**config.mk**
```make
export PLATFORM = sky130hd
export DESIGN_NAME = hrl_ctrl
export DESIGN_NICKNAME = d
export VERILOG_FILES = /design/src/rtl/hrl_pkg.sv /design/src/rtl/hrl_ctrl.sv
export SDC_FILE = /design/constraint.sdc
export NUM_CORES = 1
export LEC_CHECK = 0
export BUFFER_PORTS_ARGS = -buffer_cell sky130_fd_sc_hd__buf_2
export CAP_MARGIN = 40
export CORE_UTILIZATION = 53
export CTS_CLUSTER_SIZE = 14
export DETAILED_ROUTE_END_ITERATION = 10
export PLACE_DENSITY = 0.8
export SLEW_MARGIN = 20
export SYNTH_ARGS = -nofsm -noshare
export SYNTH_HDL_FRONTEND = slang
export SYNTH_SLANG_ARGS = --single-unit
```
**constraint.sdc**
```tcl
create_clock -name clk_i -period 2.8 [get_ports clk_i]
set_clock_uncertainty 0.2 [all_clocks]
set_input_delay 0.56 -clock clk_i [delete_from_list [all_inputs] [get_ports clk_i]]
set_output_delay 0.56 -clock clk_i [all_outputs]
set_load 0.03 [all_outputs]
```
**src/rtl/hrl_pkg.sv**
```systemverilog
package hrl_pkg;

  localparam logic [1:0] ST_OK   = 2'd0;
  localparam logic [1:0] ST_NF   = 2'd1;
  localparam logic [1:0] ST_FULL = 2'd2;

  localparam int unsigned SURR_LO = 32'hD800;
  localparam int unsigned SURR_HI = 32'hDFFF;

  localparam int unsigned REC_IDX_W = 12;

  typedef enum logic [4:0] {
    OP_NOP,
    OP_ACCEPT,
    OP_INIT,
    OP_BCHK,
    OP_DCHK,
    OP_SR0,
    OP_SR1,
    OP_SR2,
    OP_DR0,
    OP_DR1,
    OP_DR2,
    OP_SL,
    OP_C1A,
    OP_C1B,
    OP_C2,
    OP_CMP,
    OP_SE,
    OP_BS0,
    OP_BS1,
    OP_BS2
  } dp_op_e;

  typedef struct packed {
    dp_op_e op;
    logic   res_we;
  } dp_cmd_t;

  typedef struct packed {
    logic tot_zero;
    logic rdy;
    logic init_last;
    logic i_nz;
    logic i_gt1;
    logic pos_lt_half;
    logic has_c2;
    logic root_ge;
    logic lo_lt_hi;
    logic key_eq;
  } dp_stat_t;

endpackage

```
**src/rtl/hrl_ctrl.sv**
```systemverilog
module hrl_ctrl (
  input  logic              clk_i,
  input  logic              rst_ni,
  input  logic              in_valid_i,
  output logic              in_ready_o,
  input  logic              op_i,
  output logic              out_valid_o,
  input  logic              out_ready_i,
  input  hrl_pkg::dp_stat_t stat_i,
  output hrl_pkg::dp_cmd_t  cmd_o
);

  localparam logic [4:0] S_IDLE = 5'd0;
  localparam logic [4:0] S_INIT = 5'd1;
  localparam logic [4:0] S_BCHK = 5'd2;
  localparam logic [4:0] S_DCHK = 5'd3;
  localparam logic [4:0] S_SR0  = 5'd4;
  localparam logic [4:0] S_SR1  = 5'd5;
  localparam logic [4:0] S_SR2  = 5'd6;
  localparam logic [4:0] S_DR0  = 5'd7;
  localparam logic [4:0] S_DR1  = 5'd8;
  localparam logic [4:0] S_DR2  = 5'd9;
  localparam logic [4:0] S_SL   = 5'd10;
  localparam logic [4:0] S_C1A  = 5'd11;
  localparam logic [4:0] S_C1B  = 5'd12;
  localparam logic [4:0] S_C2   = 5'd13;
  localparam logic [4:0] S_CMP  = 5'd14;
  localparam logic [4:0] S_SE   = 5'd15;
  localparam logic [4:0] S_BS0  = 5'd16;
  localparam logic [4:0] S_BS1  = 5'd17;
  localparam logic [4:0] S_BS2  = 5'd18;

  logic [4:0] state_q, state_d;
  logic       drain_q, drain_d;
  logic       ovld_q, ovld_d;
  logic       acc;

  assign in_ready_o  = (state_q == S_IDLE) && (!ovld_q || out_ready_i);
  assign acc         = in_valid_i && in_ready_o;
  assign out_valid_o = ovld_q;

  always_comb begin
    state_d      = state_q;
    drain_d      = drain_q;
    cmd_o.op     = hrl_pkg::OP_NOP;
    cmd_o.res_we = 1'b0;
    case (state_q)
      S_IDLE: begin
        if (acc) begin
          cmd_o.op = hrl_pkg::OP_ACCEPT;
          drain_d  = 1'b0;
          if (!op_i || stat_i.tot_zero) begin
            cmd_o.res_we = 1'b1;
          end else if (!stat_i.rdy) begin
            state_d = S_INIT;
          end else begin
            state_d = S_BS0;
          end
        end
      end
      S_INIT: begin
        cmd_o.op = hrl_pkg::OP_INIT;
        if (stat_i.init_last) state_d = S_BCHK;
      end
      S_BCHK: begin
        cmd_o.op = hrl_pkg::OP_BCHK;
        if (stat_i.i_nz) begin
          state_d = S_SR0;
        end else begin
          drain_d = 1'b1;
          state_d = S_DCHK;
        end
      end
      S_DCHK: begin
        cmd_o.op = hrl_pkg::OP_DCHK;
        state_d  = stat_i.i_gt1 ? S_DR0 : S_BS0;
      end
      S_SR0: begin
        cmd_o.op = hrl_pkg::OP_SR0;
        state_d  = S_SR1;
      end
      S_SR1: begin
        cmd_o.op = hrl_pkg::OP_SR1;
        state_d  = S_SR2;
      end
      S_SR2: begin
        cmd_o.op = hrl_pkg::OP_SR2;
        state_d  = S_SL;
      end
      S_DR0: begin
        cmd_o.op = hrl_pkg::OP_DR0;
        state_d  = S_DR1;
      end
      S_DR1: begin
        cmd_o.op = hrl_pkg::OP_DR1;
        state_d  = S_DR2;
      end
      S_DR2: begin
        cmd_o.op = hrl_pkg::OP_DR2;
        state_d  = S_SR2;
      end
      S_SL: begin
        cmd_o.op = hrl_pkg::OP_SL;
        state_d  = stat_i.pos_lt_half ? S_C1A : S_SE;
      end
      S_C1A: begin
        cmd_o.op = hrl_pkg::OP_C1A;
        state_d  = S_C1B;
      end
      S_C1B: begin
        cmd_o.op = hrl_pkg::OP_C1B;
        state_d  = stat_i.has_c2 ? S_C2 : S_CMP;
      end
      S_C2: begin
        cmd_o.op = hrl_pkg::OP_C2;
        state_d  = S_CMP;
      end
      S_CMP: begin
        cmd_o.op = hrl_pkg::OP_CMP;
        state_d  = stat_i.root_ge ? S_SE : S_SL;
      end
      S_SE: begin
        cmd_o.op = hrl_pkg::OP_SE;
        state_d  = drain_q ? S_DCHK : S_BCHK;
      end
      S_BS0: begin
        cmd_o.op = hrl_pkg::OP_BS0;
        if (stat_i.lo_lt_hi) begin
          state_d = S_BS1;
        end else begin
          cmd_o.res_we = 1'b1;
          state_d      = S_IDLE;
        end
      end
      S_BS1: begin
        cmd_o.op = hrl_pkg::OP_BS1;
        state_d  = S_BS2;
      end
      S_BS2: begin
        cmd_o.op = hrl_pkg::OP_BS2;
        if (stat_i.key_eq) begin
          cmd_o.res_we = 1'b1;
          state_d      = S_IDLE;
        end else begin
          state_d = S_BS0;
        end
      end
      default: begin
        state_d = S_IDLE;
      end
    endcase
  end

  always_comb begin
    ovld_d = ovld_q;
    if (out_ready_i) ovld_d = 1'b0;
    if (cmd_o.res_we) ovld_d = 1'b1;
  end

  always_ff @(posedge clk_i or negedge rst_ni) begin
    if (!rst_ni) begin
      state_q <= S_IDLE;
      drain_q <= 1'b0;
      ovld_q  <= 1'b0;
    end else begin
      state_q <= state_d;
      drain_q <= drain_d;
      ovld_q  <= ovld_d;
    end
  end

endmodule

```
==> metrics.yaml <==
run_status:
  violations: "design-rule violations"
  status: "complete, but fails checks"
die:
  start_util: 0.574
  rows: 13
  core_area_sq_mm: 0.00130
  dieHeight_microns: 39.5
  die_area_sq_mm: 0.00156
  ios: 23
  die_w_microns: 39.5
power:
  power_density_mw_per_mm2: 1300
  leakagePower_uw: 0.000391
  peakVddDrop_v: 0.000755
drt:
  ant_nets: 0
  vias: 795
  drc: 2
  drt_pass1_iterations: 7
  wl_per_cell_microns: 14.6
  drtIter0Drc: 33
  drt-total-wl_microns: 1890
  vias_per_cell: 6.12
worst_setup_path:
  cp_slowest_stage_delay_ns: 0.53
  worst_r2r_startpoint: "state_q[0]"
  cp-start-kind: "flop"
  worstReg2RegEnd: "state_q[0]"
  reg2reg_depth: 4
  r2r_slack_ns: 0.69
  worstPathArrival_ns: 1.94
  crit_fanout: 14
  critical_path.cell_chain: "or2_2 -> nor3_1 -> a221oi_1 -> buf_2"
  path_class: "flop to output port"
  cp-end-kind: "output port"
  critPathSlowestCell: "dfrtp_1"
  critPathRequiredTime_ns: 2.04
synth:
  synth_ff_type: "dfrtp_1"
  synth_cell_types: 40
  ys_warn_count: 0
  ys_ff_latch: 7
  yosys.area.top_type: "dfrtp_1"
  netlist_area_sq_um: 747
  yosysSeqAreaShare: 0.235
  synth-edff-count: 0
  async_flop_share: 1.00
  synth_nets: 112
  synth_cells: 97
  synth_top_cell_area_share: 0.235
  syn_avg_cell_area_sq_um: 7.70
  synth_area_leaders: "dfrtp_1 23%, nand2b_1 5.0%, a21oi_1 4.7%"
timing:
  tightest_slew_ns: 0.674
  hold_viol: 0
  maxSlewHeadroom: 0.551
  hold_ws_ns: 0.319
  rsz0062_at_grt: "false"
  period_share: 0.965
  slew_violations: 0
  setup_tns_ns: 0
  min_period_ns: 2.70
  max_freq_mhz: 370
  setup_violations: 0
global_route:
  grt_pass1_vias: 677
  antenna_found_initial: 0
  grt_first_pass_wirelength_microns: 2820
  track_usage: 0.273
  grt_max_degree: 24
  grt_overflow_total: 0
clock_tree:
  cts_tree: "built"
  clkLatencyLatePin_ns: 0.26
  cts_setup_buffers: 0
  cts_resized: 0
  clk_path_buf_depth: 2
  cts_root_buf: "clkbuf_4"
  numClockSinks: 7
  cts_buffers: 3
  htree_levels: 1
  clk_pin_slew_worst_paths_ns: 0.05
worst_hold_path:
  min-delay-start: "state_q[4]"
  hp-class: "flop to flop"
  worstHoldPathCells: 1
  hold_end: "state_q[3]"
final_layout:
  finalNetCount: 131
  antenna_cells: 0
  final_util: 0.670
  area_growth_pct: 16.8
  fill_cells: 118
  fin_area_sq_um: 872
  drive_gt1_frac: 0.313
job:
  cap_viol_max_count: 0
place:
  place_area_sq_um: 836
  place_congestion: 0.877
  port_buffers: 22
  post-dp-hpwl_microns: 1400
-- layer usage --
| metal | up-vias | GRT usage | routed length [microns] |
|---|---|---|---|
| met3 | 4 | 0.102 | 120 |
| met2 | 33 | 0.455 | 951 |
| li1 | 389 | - | - |
| met4 | 0 | 0.103 | 19 |
| met5 | - | 0 | 0 |
| met1 | 369 | 0.310 | 800 |
-- layout by cell type, fill, tap and decap left out, types with 2 or more instances in the layout --
cell type | Yosys | final
nand3_1 | 3 | 3
a32oi_1 | 2 | 2
o22a_1 | 3 | 3
nand2_1 | 8 | 8
nor3_1 | 3 | 3
or2_2 | 3 | 3
inv_1 | 2 | 2
nor3b_1 | 2 | 2
xor2_1 | 3 | 3
o21ai_0 | 6 | 6
mux2i_1 | 2 | 2
clkbuf_4 | 0 | 3
mux2_2 | 2 | 2
a21oi_1 | 7 | 7
buf_2 | 2 | 22
dfrtp_1 | 7 | 7
nand2b_1 | 6 | 6
nor2_1 | 8 | 8
-- registers in the layout, indices dropped and copies added, names as in the netlist --
name and cells:
drain_q 1, out_valid_o 1, state_q 5
-- final cells by class --
class | instances | area [sq um] | area share
repair buffers | 24 | 128 | 0.146
multi-input cells | 77 | 513 | 0.588
inverters | 3 | 11.3 | 0.0129
well taps | 15 | 18.8 | 0.0215
clock buffers | 4 | 26.3 | 0.0301
flip-flops and latches | 7 | 175 | 0.201
-- Yosys cell counts (3+ instances only) --
cell type / n
nand2_1: 8
nor2_1: 8
a21oi_1: 7
dfrtp_1: 7
nand2b_1: 6
o21ai_0: 6
clkbuf_1: 4
nand3_1: 3
nor3_1: 3
o22a_1: 3
or2_2: 3
xor2_1: 3
-- through the flow --
step	power, uW	instances	setup WS, ns
finish	1140	130	0.0993
global route	1220	130	0.00615
CTS	1130	130	0.159
detailed placement	1030	125	0.440
global placement	1010	125	0.510
floorplan	879	97	0.356
-- critical path, delay by kind of cell (launching register included) --
family / cells / cell delay (ns)
buf+inv: 1 / 0.22
flops: 1 / 0.53
simple gates: 2 / 0.79
compound gates: 1 / 0.14
-- power breakdown --
part           internal (uW)  switching, uW
logic                    315            438
clock network           54.8           43.3
registers                146            138
total                    516            620
-- worst max-delay path by stage --
stage / from / to / slack (ns) / depth (start not counted)
floorplan: state_q[2] / cmd_o[1] / 0.36 / 3
detailed placement: state_q[2] / cmd_o[1] / 0.44 / 4
global route: state_q[1] / cmd_o[5] / 0.006 / 3
CTS: state_q[2] / cmd_o[1] / 0.16 / 4
finish: state_q[2] / cmd_o[1] / 0.1 / 4
global placement: state_q[2] / cmd_o[1] / 0.51 / 4
-- timing repair --
item / CTS / global route
endpoints found under the setup margin: 0 / 0
hold endpoints to repair: 7 / 0
hold buffers: 1 / 0
-- logic make-up (layout without fill, tap and decap cells) --
logic type                after synthesis  after routing  synth area share
muxes                                   5              5            0.0871
xor gates and xnor gates                4              4            0.0469
DFF                                     7              7             0.235
buffers and inverters                  13             31            0.0787
AOI/OAI and AO/OA                      29             29             0.275
and+or+nand+nor                        39             39             0.278
Note: power is estimated with default switching activity, not from simulation.
